$ cat src/design/vpfa_pkg.sv
`default_nettype none
package vpfa_pkg;

	localparam int SZ_W      = 16;
	localparam int ID_W      = 8;
	localparam int RUN_W     = 16;
	localparam int INST_W    = 16;
	localparam int CFG_W     = 16;
	localparam int CFG_IDX_W = 1;

	localparam int DEF_MAX_SEGMENTS  = 32;
	localparam int DEF_PENDING_DEPTH = 16;

	localparam logic [SZ_W-1:0] TOTAL_RST = 16'd1024;

	localparam logic [CFG_IDX_W-1:0] REG_TOTAL = 1'b0;
	localparam logic [CFG_IDX_W-1:0] REG_FIT   = 1'b1;

	localparam logic [1:0] ST_PLACED     = 2'd0;
	localparam logic [1:0] ST_QUEUED     = 2'd1;
	localparam logic [1:0] ST_DROP_PEND  = 2'd2;
	localparam logic [1:0] ST_DROP_TABLE = 2'd3;

	localparam logic KIND_STATUS = 1'b0;
	localparam logic KIND_MAP    = 1'b1;
	localparam logic CMD_ARRIVE  = 1'b0;
	localparam logic CMD_END     = 1'b1;

	typedef struct packed {
		logic             free;
		logic [ID_W-1:0]  owner;
		logic [SZ_W-1:0]  size;
		logic [RUN_W-1:0] remaining;
	} seg_entry_t;

	typedef struct packed {
		logic [ID_W-1:0]  id;
		logic [SZ_W-1:0]  size;
		logic [RUN_W-1:0] run;
	} pend_entry_t;

	typedef struct packed {
		logic push;
		logic pop;
		logic rd;
		logic flush;
	} pend_ctrl_t;

endpackage
`default_nettype wire

$ cat src/design/vpfa_seg_mem.sv
`default_nettype none
module vpfa_seg_mem
	import vpfa_pkg::*;
#(
	parameter int MAX_SEGMENTS = DEF_MAX_SEGMENTS
) (
	input  wire logic                            clk,
	input  wire logic                            arst_n,
	input  wire logic                            restart,
	input  wire logic [SZ_W-1:0]                 total,
	input  wire logic                            re,
	input  wire logic [$clog2(MAX_SEGMENTS)-1:0] raddr,
	output seg_entry_t                           rdata,
	input  wire logic                            we,
	input  wire logic [$clog2(MAX_SEGMENTS)-1:0] waddr,
	input  wire seg_entry_t                      wdata
);

	seg_entry_t mem [MAX_SEGMENTS];
	seg_entry_t mem_q;
	logic       fresh_q;
	logic       hit_q;

	always_ff @(posedge clk) begin
		if (we) begin
			mem[waddr] <= wdata;
		end
		if (re) begin
			mem_q <= mem[raddr];
		end
	end

	// entry 0 reads as one hole of the full size until first written
	always_ff @(posedge clk or negedge arst_n) begin
		if (!arst_n) begin
			fresh_q <= 1'b1;
			hit_q   <= 1'b0;
		end else begin
			if (restart) begin
				fresh_q <= 1'b1;
			end else if (we && waddr == '0) begin
				fresh_q <= 1'b0;
			end
			if (re) begin
				hit_q <= fresh_q && raddr == '0;
			end
		end
	end

	always_comb begin
		rdata = mem_q;
		if (hit_q) begin
			rdata.free      = 1'b1;
			rdata.owner     = '0;
			rdata.size      = total;
			rdata.remaining = '0;
		end
	end

endmodule
`default_nettype wire

$ cat src/design/vpfa_pend_fifo.sv
`default_nettype none
module vpfa_pend_fifo
	import vpfa_pkg::*;
#(
	parameter int PENDING_DEPTH = DEF_PENDING_DEPTH
) (
	input  wire logic                             clk,
	input  wire logic                             arst_n,
	input  wire pend_ctrl_t                       ctrl,
	input  wire pend_entry_t                      wdata,
	output pend_entry_t                           rdata,
	output logic [$clog2(PENDING_DEPTH+1)-1:0]    count
);

	localparam int PW = (PENDING_DEPTH > 1) ? $clog2(PENDING_DEPTH) : 1;
	localparam int CW = $clog2(PENDING_DEPTH + 1);

	pend_entry_t     mem [PENDING_DEPTH];
	pend_entry_t     rd_q;
	logic [PW-1:0]   head_q;
	logic [PW-1:0]   tail_q;
	logic [CW-1:0]   cnt_q;

	function automatic logic [PW-1:0] nxt(input logic [PW-1:0] p);
		return (p == PW'(PENDING_DEPTH - 1)) ? '0 : p + 1'b1;
	endfunction

	always_ff @(posedge clk) begin
		if (ctrl.push) begin
			mem[tail_q] <= wdata;
		end
		if (ctrl.rd) begin
			rd_q <= mem[head_q];
		end
	end

	always_ff @(posedge clk or negedge arst_n) begin
		if (!arst_n) begin
			head_q <= '0;
			tail_q <= '0;
			cnt_q  <= '0;
		end else if (ctrl.flush) begin
			head_q <= '0;
			tail_q <= '0;
			cnt_q  <= '0;
		end else begin
			if (ctrl.push) begin
				tail_q <= nxt(tail_q);
			end
			if (ctrl.pop) begin
				head_q <= nxt(head_q);
			end
			if (ctrl.push && !ctrl.pop) begin
				cnt_q <= cnt_q + 1'b1;
			end else if (ctrl.pop && !ctrl.push) begin
				cnt_q <= cnt_q - 1'b1;
			end
		end
	end

	assign rdata = rd_q;
	assign count = cnt_q;

endmodule
`default_nettype wire

$ cat src/design/variable_partition_fit_allocator_unit.sv
// Variable-partition allocator. Memory is an ordered segment list (holes and owned
// segments) in a synchronous two-port table, plus a FIFO of waiting requests.
// An arrival (cmd 0) is placed best fit or worst fit by fit_mode and answered with one
// status transfer; an end-of-instant item (cmd 1) answers with one map transfer per
// segment, then ages the segments, merges holes and retries the queue first fit.
// Items are taken one at a time; req_stall is high until the block is back in idle.
// A split moves each later segment up one entry, then writes the new hole and owner.
// A queue retry that places its head goes on to the next head; an oversized head is
// dropped, and the retry stops at the first head that does not fit.
// Output stalls hold the status and map transfers.
// A write to total_memory restarts the map, the queue and the instant count.
`default_nettype none
module variable_partition_fit_allocator_unit
	import vpfa_pkg::*;
#(
	parameter int MAX_SEGMENTS  = DEF_MAX_SEGMENTS,
	parameter int PENDING_DEPTH = DEF_PENDING_DEPTH
) (
	input  wire logic                 clk,
	input  wire logic                 arst_n,
	input  wire logic                 cfg_we,
	input  wire logic [CFG_IDX_W-1:0] cfg_index,
	input  wire logic [CFG_W-1:0]     cfg_data,
	input  wire logic                 req_valid,
	output logic                      req_stall,
	input  wire logic                 cmd,
	input  wire logic [ID_W-1:0]      proc_id,
	input  wire logic [SZ_W-1:0]      proc_size,
	input  wire logic [RUN_W-1:0]     run_time,
	output logic                      rsp_valid,
	input  wire logic                 rsp_stall,
	output logic                      kind,
	output logic [1:0]                status,
	output logic [INST_W-1:0]         instant,
	output logic [SZ_W-1:0]           seg_start,
	output logic [SZ_W-1:0]           seg_size,
	output logic                      seg_is_hole,
	output logic [ID_W-1:0]           seg_owner,
	output logic                      still_active,
	output logic                      last
);

	localparam int IDX_W = $clog2(MAX_SEGMENTS);
	localparam int CNT_W = $clog2(MAX_SEGMENTS + 1);
	localparam int PC_W  = $clog2(PENDING_DEPTH + 1);

	localparam logic [3:0] S_IDLE     = 4'd0;
	localparam logic [3:0] S_SCAN     = 4'd1;
	localparam logic [3:0] S_PLACE    = 4'd2;
	localparam logic [3:0] S_SHIFT_RD = 4'd3;
	localparam logic [3:0] S_SHIFT_WR = 4'd4;
	localparam logic [3:0] S_WR_HOLE  = 4'd5;
	localparam logic [3:0] S_WR_OWN   = 4'd6;
	localparam logic [3:0] S_ACT_RD   = 4'd7;
	localparam logic [3:0] S_ACT_CHK  = 4'd8;
	localparam logic [3:0] S_ARR_OUT  = 4'd9;
	localparam logic [3:0] S_MAP_RD   = 4'd10;
	localparam logic [3:0] S_MAP_EMIT = 4'd11;
	localparam logic [3:0] S_MAP_END  = 4'd12;
	localparam logic [3:0] S_RETRY    = 4'd13;
	localparam logic [3:0] S_RETRY_HD = 4'd14;

	logic [3:0]       state_q;
	logic [SZ_W-1:0]  total_q;
	logic             fit_q;
	logic [CNT_W-1:0] cnt_q;
	logic [INST_W-1:0] inst_q;
	logic             end_q;
	logic             retry_q;
	logic [ID_W-1:0]  id_q;
	logic [SZ_W-1:0]  size_q;
	logic [RUN_W-1:0] run_q;
	logic [CNT_W-1:0] i_q;
	logic             v_s1;
	logic [IDX_W-1:0] idx_s1;
	logic             have_q;
	logic [IDX_W-1:0] pick_q;
	logic [SZ_W-1:0]  best_q;
	logic [IDX_W-1:0] j_q;
	logic [1:0]       status_q;
	logic             act_q;
	logic [IDX_W-1:0] w_q;
	seg_entry_t       acc_q;
	logic             acc_v_q;
	logic [SZ_W-1:0]  start_q;

	logic             rsp_valid_q;
	logic             kind_q;
	logic [1:0]       rstat_q;
	logic [INST_W-1:0] rinst_q;
	logic [SZ_W-1:0]  rstart_q;
	logic [SZ_W-1:0]  rsize_q;
	logic             rhole_q;
	logic [ID_W-1:0]  rowner_q;
	logic             ract_q;
	logic             rlast_q;

	logic             restart;
	logic             seg_re;
	logic [IDX_W-1:0] seg_raddr;
	seg_entry_t       seg_rdata;
	logic             seg_we;
	logic [IDX_W-1:0] seg_waddr;
	seg_entry_t       seg_wdata;

	pend_ctrl_t       pctrl;
	pend_entry_t      pend_wdata;
	pend_entry_t      pend_rdata;
	logic [PC_W-1:0]  pcnt;

	logic             out_free;
	logic             rsp_load;
	logic             fits;
	logic             better;
	logic [SZ_W-1:0]  diff;
	seg_entry_t       dec;
	logic [SZ_W:0]    sum;
	logic [SZ_W-1:0]  msize;
	logic             merge_now;
	logic             scan_done;
	logic             act_now;
	logic [CNT_W-1:0] cnt_m1;

	vpfa_seg_mem #(
		.MAX_SEGMENTS(MAX_SEGMENTS)
	) u_seg (
		.clk    (clk),
		.arst_n (arst_n),
		.restart(restart),
		.total  (total_q),
		.re     (seg_re),
		.raddr  (seg_raddr),
		.rdata  (seg_rdata),
		.we     (seg_we),
		.waddr  (seg_waddr),
		.wdata  (seg_wdata)
	);

	vpfa_pend_fifo #(
		.PENDING_DEPTH(PENDING_DEPTH)
	) u_pend (
		.clk   (clk),
		.arst_n(arst_n),
		.ctrl  (pctrl),
		.wdata (pend_wdata),
		.rdata (pend_rdata),
		.count (pcnt)
	);

	assign restart   = cfg_we && cfg_index == REG_TOTAL;
	assign out_free  = !rsp_valid_q || !rsp_stall;
	assign rsp_load  = out_free && (state_q == S_ARR_OUT || state_q == S_MAP_EMIT);
	assign scan_done = !(i_q < cnt_q) && !v_s1;
	assign cnt_m1    = cnt_q - 1'b1;

	always_comb begin
		fits   = seg_rdata.free && size_q <= seg_rdata.size;
		diff   = seg_rdata.size - size_q;
		better = !have_q || (!retry_q && (fit_q ? diff > best_q : diff < best_q));

		dec = seg_rdata;
		if (!seg_rdata.free) begin
			if (seg_rdata.remaining != '0) begin
				dec.remaining = seg_rdata.remaining - 1'b1;
			end
			if (dec.remaining == '0) begin
				dec.free  = 1'b1;
				dec.owner = '0;
			end
		end
		sum       = {1'b0, acc_q.size} + {1'b0, dec.size};
		msize     = sum[SZ_W] ? '1 : sum[SZ_W-1:0];
		merge_now = acc_v_q && acc_q.free && dec.free;

		act_now = pcnt != '0 ||
			((cnt_q > CNT_W'(1) || !seg_rdata.free) &&
			 !(seg_rdata.free && seg_rdata.size == total_q));
	end

	always_comb begin
		seg_re     = 1'b0;
		seg_raddr  = '0;
		seg_we     = 1'b0;
		seg_waddr  = '0;
		seg_wdata  = acc_q;
		pctrl      = '0;
		pctrl.flush = restart;
		pend_wdata.id   = id_q;
		pend_wdata.size = size_q;
		pend_wdata.run  = run_q;
		unique case (state_q)
			S_SCAN: begin
				seg_re    = i_q < cnt_q;
				seg_raddr = i_q[IDX_W-1:0];
				pctrl.push = scan_done && !have_q && !retry_q &&
					pcnt < PC_W'(PENDING_DEPTH);
			end
			S_SHIFT_RD: begin
				seg_re    = 1'b1;
				seg_raddr = j_q;
			end
			S_SHIFT_WR: begin
				seg_we    = 1'b1;
				seg_waddr = j_q + 1'b1;
				seg_wdata = seg_rdata;
			end
			S_WR_HOLE: begin
				seg_we              = 1'b1;
				seg_waddr           = pick_q + 1'b1;
				seg_wdata.free      = 1'b1;
				seg_wdata.owner     = '0;
				seg_wdata.size      = best_q;
				seg_wdata.remaining = '0;
			end
			S_WR_OWN: begin
				seg_we              = 1'b1;
				seg_waddr           = pick_q;
				seg_wdata.free      = 1'b0;
				seg_wdata.owner     = id_q;
				seg_wdata.size      = size_q;
				seg_wdata.remaining = run_q;
				pctrl.pop           = retry_q;
			end
			S_ACT_RD: begin
				seg_re = 1'b1;
			end
			S_MAP_RD: begin
				seg_re    = 1'b1;
				seg_raddr = i_q[IDX_W-1:0];
			end
			S_MAP_EMIT: begin
				seg_we    = out_free && acc_v_q && !merge_now;
				seg_waddr = w_q;
			end
			S_MAP_END: begin
				seg_we    = 1'b1;
				seg_waddr = w_q;
			end
			S_RETRY: begin
				pctrl.rd = pcnt != '0;
			end
			S_RETRY_HD: begin
				pctrl.pop = pend_rdata.size > total_q;
			end
			default: begin
			end
		endcase
	end

	always_ff @(posedge clk or negedge arst_n) begin
		if (!arst_n) begin
			state_q     <= S_IDLE;
			total_q     <= TOTAL_RST;
			fit_q       <= 1'b0;
			cnt_q       <= CNT_W'(1);
			inst_q      <= INST_W'(1);
			end_q       <= 1'b0;
			retry_q     <= 1'b0;
			id_q        <= '0;
			size_q      <= '0;
			run_q       <= '0;
			i_q         <= '0;
			v_s1        <= 1'b0;
			idx_s1      <= '0;
			have_q      <= 1'b0;
			pick_q      <= '0;
			best_q      <= '0;
			j_q         <= '0;
			status_q    <= ST_PLACED;
			act_q       <= 1'b0;
			w_q         <= '0;
			acc_q       <= '0;
			acc_v_q     <= 1'b0;
			start_q     <= '0;
			rsp_valid_q <= 1'b0;
			kind_q      <= KIND_STATUS;
			rstat_q     <= ST_PLACED;
			rinst_q     <= '0;
			rstart_q    <= '0;
			rsize_q     <= '0;
			rhole_q     <= 1'b0;
			rowner_q    <= '0;
			ract_q      <= 1'b0;
			rlast_q     <= 1'b0;
		end else begin
			if (rsp_load) begin
				rsp_valid_q <= 1'b1;
			end else if (!rsp_stall) begin
				rsp_valid_q <= 1'b0;
			end

			if (cfg_we) begin
				unique case (cfg_index)
					REG_TOTAL: begin
						total_q <= cfg_data;
						cnt_q   <= CNT_W'(1);
						inst_q  <= INST_W'(1);
					end
					REG_FIT: begin
						fit_q <= cfg_data[0];
					end
				endcase
			end

			unique case (state_q)
				S_IDLE: begin
					if (req_valid) begin
						id_q    <= proc_id;
						size_q  <= proc_size;
						run_q   <= (run_time == '0) ? RUN_W'(1) : run_time;
						end_q   <= cmd;
						i_q     <= '0;
						v_s1    <= 1'b0;
						have_q  <= 1'b0;
						retry_q <= 1'b0;
						state_q <= (cmd == CMD_ARRIVE) ? S_SCAN : S_ACT_RD;
					end
				end
				S_SCAN: begin
					v_s1   <= seg_re;
					idx_s1 <= i_q[IDX_W-1:0];
					if (seg_re) begin
						i_q <= i_q + 1'b1;
					end
					if (v_s1 && fits && better) begin
						have_q <= 1'b1;
						pick_q <= idx_s1;
						best_q <= diff;
					end
					if (scan_done) begin
						if (have_q) begin
							state_q <= S_PLACE;
						end else if (retry_q) begin
							state_q <= S_IDLE;
						end else begin
							status_q <= (pcnt < PC_W'(PENDING_DEPTH)) ? ST_QUEUED
								: ST_DROP_PEND;
							state_q  <= S_ACT_RD;
						end
					end
				end
				S_PLACE: begin
					if (best_q == '0) begin
						state_q <= S_WR_OWN;
					end else if (cnt_q == CNT_W'(MAX_SEGMENTS)) begin
						status_q <= ST_DROP_TABLE;
						state_q  <= retry_q ? S_IDLE : S_ACT_RD;
					end else if (cnt_q > CNT_W'(pick_q) + CNT_W'(1)) begin
						j_q     <= cnt_m1[IDX_W-1:0];
						state_q <= S_SHIFT_RD;
					end else begin
						state_q <= S_WR_HOLE;
					end
				end
				S_SHIFT_RD: begin
					state_q <= S_SHIFT_WR;
				end
				S_SHIFT_WR: begin
					if ({1'b0, j_q} > {1'b0, pick_q} + 1'b1) begin
						j_q     <= j_q - 1'b1;
						state_q <= S_SHIFT_RD;
					end else begin
						state_q <= S_WR_HOLE;
					end
				end
				S_WR_HOLE: begin
					cnt_q   <= cnt_q + 1'b1;
					state_q <= S_WR_OWN;
				end
				S_WR_OWN: begin
					status_q <= ST_PLACED;
					state_q  <= retry_q ? S_RETRY : S_ACT_RD;
				end
				S_ACT_RD: begin
					state_q <= S_ACT_CHK;
				end
				S_ACT_CHK: begin
					act_q   <= act_now;
					i_q     <= '0;
					w_q     <= '0;
					acc_v_q <= 1'b0;
					start_q <= '0;
					state_q <= (end_q == CMD_END) ? S_MAP_RD : S_ARR_OUT;
				end
				S_ARR_OUT: begin
					if (out_free) begin
						kind_q      <= KIND_STATUS;
						rstat_q     <= status_q;
						rinst_q     <= inst_q;
						rstart_q    <= '0;
						rsize_q     <= '0;
						rhole_q     <= 1'b0;
						rowner_q    <= '0;
						ract_q      <= act_q;
						rlast_q     <= 1'b1;
						state_q     <= S_IDLE;
					end
				end
				S_MAP_RD: begin
					state_q <= S_MAP_EMIT;
				end
				S_MAP_EMIT: begin
					if (out_free) begin
						kind_q      <= KIND_MAP;
						rstat_q     <= ST_PLACED;
						rinst_q     <= inst_q;
						rstart_q    <= start_q;
						rsize_q     <= seg_rdata.size;
						rhole_q     <= seg_rdata.free;
						rowner_q    <= seg_rdata.free ? '0 : seg_rdata.owner;
						ract_q      <= act_q;
						rlast_q     <= (i_q + 1'b1) == cnt_q;
						start_q     <= start_q + seg_rdata.size;
						if (merge_now) begin
							acc_q.size <= msize;
						end else begin
							if (acc_v_q) begin
								w_q <= w_q + 1'b1;
							end
							acc_q   <= dec;
							acc_v_q <= 1'b1;
						end
						i_q     <= i_q + 1'b1;
						state_q <= ((i_q + 1'b1) == cnt_q) ? S_MAP_END : S_MAP_RD;
					end
				end
				S_MAP_END: begin
					cnt_q   <= CNT_W'(w_q) + CNT_W'(1);
					inst_q  <= inst_q + 1'b1;
					state_q <= S_RETRY;
				end
				S_RETRY: begin
					state_q <= (pcnt == '0) ? S_IDLE : S_RETRY_HD;
				end
				S_RETRY_HD: begin
					if (pend_rdata.size > total_q) begin
						state_q <= S_RETRY;
					end else begin
						id_q    <= pend_rdata.id;
						size_q  <= pend_rdata.size;
						run_q   <= pend_rdata.run;
						retry_q <= 1'b1;
						i_q     <= '0;
						v_s1    <= 1'b0;
						have_q  <= 1'b0;
						state_q <= S_SCAN;
					end
				end
				default: begin
					state_q <= S_IDLE;
				end
			endcase
		end
	end

	assign req_stall    = state_q != S_IDLE;
	assign rsp_valid    = rsp_valid_q;
	assign kind         = kind_q;
	assign status       = rstat_q;
	assign instant      = rinst_q;
	assign seg_start    = rstart_q;
	assign seg_size     = rsize_q;
	assign seg_is_hole  = rhole_q;
	assign seg_owner    = rowner_q;
	assign still_active = ract_q;
	assign last         = rlast_q;

	a_cnt_range: assert property (@(posedge clk) disable iff (!arst_n)
		cnt_q != '0 && cnt_q <= CNT_W'(MAX_SEGMENTS))
		else $error("segment count out of range");

	a_no_rw_clash: assert property (@(posedge clk) disable iff (!arst_n)
		!(seg_we && seg_re && seg_waddr == seg_raddr))
		else $error("table read and write hit the same entry");

	a_restart: assert property (@(posedge clk) disable iff (!arst_n)
		cfg_we && cfg_index == REG_TOTAL |=> cnt_q == CNT_W'(1) && pcnt == '0)
		else $error("restart left segments or queued requests");

	a_pend_bound: assert property (@(posedge clk) disable iff (!arst_n)
		pcnt <= PC_W'(PENDING_DEPTH))
		else $error("pending queue overflow");

endmodule
`default_nettype wire

$ cat config.mk
export PLATFORM = sky130hd
export DESIGN_NAME = variable_partition_fit_allocator_unit
export DESIGN_NICKNAME = d
export VERILOG_FILES = /design/src/design/vpfa_pkg.sv /design/src/design/vpfa_seg_mem.sv /design/src/design/vpfa_pend_fifo.sv /design/src/design/variable_partition_fit_allocator_unit.sv
export SDC_FILE = /design/constraint.sdc
export NUM_CORES = 2
export LEC_CHECK = 0
export BUFFER_PORTS_ARGS = -buffer_cell sky130_fd_sc_hd__clkbuf_2
export CORE_AREA = 5 5 442 444
export DETAILED_ROUTE_END_ITERATION = 6
export DIE_AREA = 0 0 447 449
export PLACE_DENSITY = 0.71
export SLEW_MARGIN = 15
export SYNTH_ARGS = -nofsm -noshare
export SYNTH_HDL_FRONTEND = slang
export SYNTH_SLANG_ARGS = --single-unit
export TNS_END_PERCENT = 10
$ cat constraint.sdc
create_clock -name clk -period 16.3 [get_ports clk]
set_input_delay 3.26 -clock clk [delete_from_list [all_inputs] [get_ports clk]]
set_output_delay 3.26 -clock clk [all_outputs]
set_load 0.005 [all_outputs]
### Word level (Yosys, flattened, before mapping)

Memory sizes are Yosys's and may differ from the RTL's. A register that Yosys moved wholly into a read port is not among the register bits.
Cells that the tools add are included.
W data, S select, Z words.

* bits in registers: 268
* memory bits (writable): 1952
* input port bits: 63
* output and inout port bits: 64
* word-level logic and storage cells: 313
* memories kept: 2

Memory list
* u_seg.mem: words 32, bits a word 41, read ports 1, clocked after Yosys merged registers in 1, wr ports 1, RTL line vpfa_seg_mem.sv:19 `seg_entry_t mem [MAX_SEGMENTS];`
* u_pend.mem: words 16, bits a word 40, read ports 1, clocked after Yosys merged registers in 1, wr ports 1, RTL line vpfa_pend_fifo.sv:18 `pend_entry_t mem [PENDING_DEPTH];`

* equality and inequality tests: 38
* mux-type cells: 119
* reduce and logical (&&, ||, !) cells: 84
* bitwise gates (word level): 2
* add/subtract/negate cells: 18
* magnitude comparators: 9

Operator list (number)
* $mux W16: 17
* $pmux W16 S2: 5
* $pmux W41 S3: 1
* $mux W4: 15
* $pmux W4 S15: 1
* $mux W5: 10
* $logic_not A16 Y1: 3
* $mux W41: 1
* $mux W8: 5
* $eq A4 B4 Y1 const B: 9
* $mux W6: 6
* $gt A16 B16 Y1: 2
* $ne A2 B2 Y1 const B: 16
* $pmux W8 S2: 2
* $pmux W5 S2: 3
* $pmux W6 S5: 1
* $mux W1: 21
* $add A5 B1 Y5 const B: 4
* $logic_and A1 B1 Y1: 20
* $pmux W5 S4: 1
* $mux W2: 9
* $mux W3: 6
* $mux W9: 2
* $reduce_and A2 Y1: 9
* 46 further kinds: 101

### Depth between registers and ports, before layout

* word-level depth: 14
* mapped depth: 24
* depth with buffers taken out: 20

### By module

A second synthesis with hierarchy kept.

* cells, all modules: 5427
* area total of the unflattened synthesis: 94066.5 um^2

Modules (own cells, without submodules)
* vpfa_seg_mem: area each 51325.5 um^2, instances 1, cells each 2286, seq. area each 40680.3 um^2
* vpfa_pend_fifo: area each 26511.7 um^2, instances 1, cells each 1300, seq. area each 20744.9 um^2
* variable_partition_fit_allocator_unit: area each 16229.3 um^2, instances 1, cells each 1841, seq. area each 6334.8 um^2

### Least setup slack after synthesis

OpenSTA, ideal clock, no wires.

* path type: input port to flip-flop
* start: in rsp_stall
* end: mem u_seg.mem[16][0] (netlist bit) (enable)
* buffers on the path: 2
* data arrival time: 7075 ps
* setup time: 490 ps
* stages: 8
* data required time: 15810 ps
* path slack: 8734 ps
* cell sequence: a21oi_1 > nand2_1 > nor2_1 > o311ai_0 > and2_1 > buf_2 > buf_2 > nor3_1

* longest elaborated chain between the ends: 7

Ends and longest elaborated chain
* start: declaration: RTL line variable_partition_fit_allocator_unit.sv:31 `input wire logic rsp_stall,`
* $logic_not A1 Y1
* $logic_or A1 B1 Y1: RTL line variable_partition_fit_allocator_unit.sv:151 `assign out_free = !rsp_valid_q || !rsp_stall;`
* $logic_and A1 B1 Y1 (2 in series): RTL line variable_partition_fit_allocator_unit.sv:232 `seg_we = out_free && acc_v_q && !merge_now;`
* $pmux W1 S2: RTL line variable_partition_fit_allocator_unit.sv:191 `unique case (state_q)`
* $mux W1: RTL line vpfa_seg_mem.sv:25 `if (we) begin`
* $mux W1 (not written as such): RTL line vpfa_seg_mem.sv:26 `mem[waddr] <= wdata;`
* end: declaration: RTL line vpfa_seg_mem.sv:19

Every way passes these cells.

### Worst setup path after layout

* start: reg u_seg.hit_q
* end: reg best_q[8]

* longest elaborated chain between the ends: 8
* elaborated cells on any way between the ends: 12
* classes of those cells: add/sub: 1; order compare: 3; mux: 2; reduce/logical: 6

Ends and longest elaborated chain
* start: declaration: RTL line vpfa_seg_mem.sv:22 `logic hit_q;`
* start signal: assignment: RTL line vpfa_seg_mem.sv:37 `hit_q <= 1'b0;`
* start signal: assignment: RTL line vpfa_seg_mem.sv:45 `hit_q <= fresh_q && raddr == '0;`
* $mux W41 (*): RTL line vpfa_seg_mem.sv:52 `if (hit_q) begin`
* $sub A16 B16 Y16 (*): RTL line variable_partition_fit_allocator_unit.sv:158 `diff = seg_rdata.size - size_q;`
* net diff[14]: RTL line variable_partition_fit_allocator_unit.sv:115 `logic [SZ_W-1:0] diff;`
* $lt A16 B16 Y1 or $gt A16 B16 Y1 (tied branches): RTL line variable_partition_fit_allocator_unit.sv:159 `better = !have_q || (!retry_q && (fit_q ? diff > best_q : diff < best_q));`
* $mux W1 (*): RTL line variable_partition_fit_allocator_unit.sv:159
* $logic_and A1 B1 Y1 (*): RTL line variable_partition_fit_allocator_unit.sv:159
* $logic_or A1 B1 Y1 (*): RTL line variable_partition_fit_allocator_unit.sv:159
* $logic_and A1 B1 Y1 (*): RTL line variable_partition_fit_allocator_unit.sv:325 `if (v_s1 && fits && better) begin`
* $reduce_and A2 Y1 (no source line) (*)
* end signal: assignment: RTL line variable_partition_fit_allocator_unit.sv:328 `best_q <= diff;`
* end: declaration: RTL line variable_partition_fit_allocator_unit.sv:78 `logic [SZ_W-1:0] best_q;`

Mark *: on every way through the listed nets, which the timed path passes. The rest lies on a longest branch.
A chain may end at the register's enable or synchronous reset.

==> metrics.csv <==
metric;value;unit
crit_fanout;53;
r2r_start;u_seg.hit_q;
r2r_cells;22;
finalPower;0.0189;W
final_hold_viol_count;0;
die_h;449;um
rr_endpoint;best_q[8];
syn-num-nets;5853;
grt_pass1_wl;369000;um
ios;127;
cts_tree;done;
synth_area_leaders;edfxtp_1 64%, mux4_2 9.7%, dfrtp_1 7.0%;
num-fill-cells;14400;
cap_viol_max_count;0;
insertion_delay;890;ps
leakagePower;35.4;nW
grt_max_degree;125;
worstHoldStart;inst_q[14];
num_vias;54000;
status;complete, no violations;
gr-usage-all-layers;25.0;%
synth_area;95000;um^2
clk_pin_slew;60;ps
drtPass1Iterations;7;
antenna_found_initial;18;
synth_top_area_share;64.3;%
drc;0;
synthDistinctLibCells;82;
async_flop_share;11.6;%
cts_root_buffer;clkbuf_16;
vias_per_cell;6.31;
dpl_cell_area;99200;um^2
area_delta_synth_final;11.9;%
post-route-period-util;37.7;%
wl;253000;um
gp_congestion;0.910;
p_per_area;178;nW/um^2
drtIter0Drc;6674;
rows;161;
dieWidth;447;um
min_period;6140;ps
max_slew.worst_pin.slew;1320;ps
worstSetupEndpointType;flop;
synth_area_per_cell;16.7;um^2
worstPathArrival;6870;ps
holdPathStages;1;
grt_pass1_vias;53600;
setup-tns-final;0;ps
synth_commonest_cells;2033 x edfxtp_1, 558 x nand2_1, 408 x mux4_2;
ys.flop_type;edfxtp_1;
slew_headroom;11.3;%
yosysSeqAreaShare;71.3;%
post_cts_buffers;0;
synth_edf_count;2033;
fin_skew;63.7;ps
ys_warn_count;0;
post_cts_resized;0;
initial_core_util;49.7;%
hp-class;reg2reg;
critPathRequiredTime;17030;ps
clkSinkCount;2301;
yosysMostFrequentCell;edfxtp_1;
rrSetupSlack;10160;ps
report.final.slew_viol_count;0;
postRouteAntennaNets;0;
fmax;163;MHz
io_buffer_count;126;
ir_drop;0.128;mV
grt.overflow.total;0;
core;191000;um^2
ys_ff_latch;2301;
htree_levels;4;
clk_path_buf_depth;3;
min_to;inst_q[14];
cts_buffers;222;
critical_path_class;reg2reg;
final_util;55.6;%
drive_above_1_share;19.8;%
synth_cells;5673;
die-area;201000;um^2
dp_hpwl;151000;um
synth_top_area_cell;edfxtp_1;
cp-start-kind;flop;
cts_hold_buf;0;
setup_viol_count_final;0;
finalInstanceArea;106000;um^2
final_nets;6021;
rsz0062_at_grt;no;
routedWlPerCell;29.5;um
critical path, cell delays in order, from the launching register on:
cell,delay (ps)
dfrtp_2,370
buf_4,560
mux2i_1,650
ha_1,280
inv_1,60
fa_1,430
nand3_1,120
a21oi_1,90
o41a_1,410
a21o_1,200
o21ai_0,150
nand2b_1,100
xor2_1,160
ha_1,310
nand4_1,120
nor3_1,230
o31ai_1,120
o211ai_1,140
mux2i_1,290
a21oi_1,150
nor2b_2,360
buf_4,330
mux2_2,370
state kept, by name, indices dropped and copies added (netlist names), 40 cells and up:
| name | cells |
|---|---|
| acc_q | 41 |
| u_pend.mem | 640 |
| u_pend.rdata | 40 |
| u_seg.mem | 1312 |
| u_seg.mem_q | 41 |
logic make-up after synthesis:
group           Yosys count  share of synthesized area [%]
xor+xnor                 87                          0.802
fa+ha+maj               117                           1.57
simple gates           1142                           5.40
mux                     716                           13.0
compound gates          842                           5.93
flops                  2301                           71.3
buf+inv                 468                           1.93
layout by cell type, fill, tap and decap left out, drive strengths merged, types with 54 or more instances in the layout:
cell type  instances
clkinv            94
a21oi            127
mux2              92
mux4             408
and3              54
nor2             164
nand2            558
nor3              61
mux2i            216
edfxtp          2033
buf              139
ha               113
a221oi            54
dfrtp            264
clkbuf           425
inv              151
o21ai            281
nand3            156
per-stage QoR:
step	setup WS, ps	hold WS [ps]	instances
floorplan	8730	445	5673
global placement	9720	463	8143
detailed placement	9670	470	8143
CTS	10150	478	8553
global route	9720	503	8555
finish	10160	475	8559
report_power, final:
| group | internal [W] | switching [W] |
|---|---|---|
| registers | 0.00801 | 0.000633 |
| clock network | 0.00278 | 0.00223 |
| logic | 0.00171 | 0.00357 |
| total | 0.0125 | 0.00643 |
routing by layer:
metal	global-route usage (%)	share of wire, %	up-vias
met2	39.5	48	2808
met5	0	0.033	-
met1	34.1	38	27900
li1	-	-	22800
met4	10.8	4.8	14
met3	4.81	9.1	495
worst max path at each step:
stage / start / end / slack [ps] / cells after the start
6_report: u_seg.hit_q / best_q[8] / 10160 / 22
5_1_grt: u_seg.hit_q / best_q[12] / 9720 / 22
4_1_cts: u_seg.hit_q / best_q[2] / 10150 / 22
3_5_place_dp: rsp_stall / u_seg.mem[1][29] / 9670 / 10
3_3_place_gp: rsp_stall / u_seg.mem[1][29] / 9720 / 10
2_1_floorplan: rsp_stall / u_seg.mem[16][0] / 8730 / 8
area by class of cell:
class	instances	area [um^2]	area share [%]
tap	2526	3160	2.97
clock inverter	110	1120	1.06
inverter	148	556	0.522
clock buffer	300	5990	5.63
timing repair buffer	264	1740	1.64
sequential	2301	67800	63.7
multi-input combinational	2904	26000	24.4
antenna	6	15.0	0.0141
No activity file was read; power rests on OpenSTA's default activity.
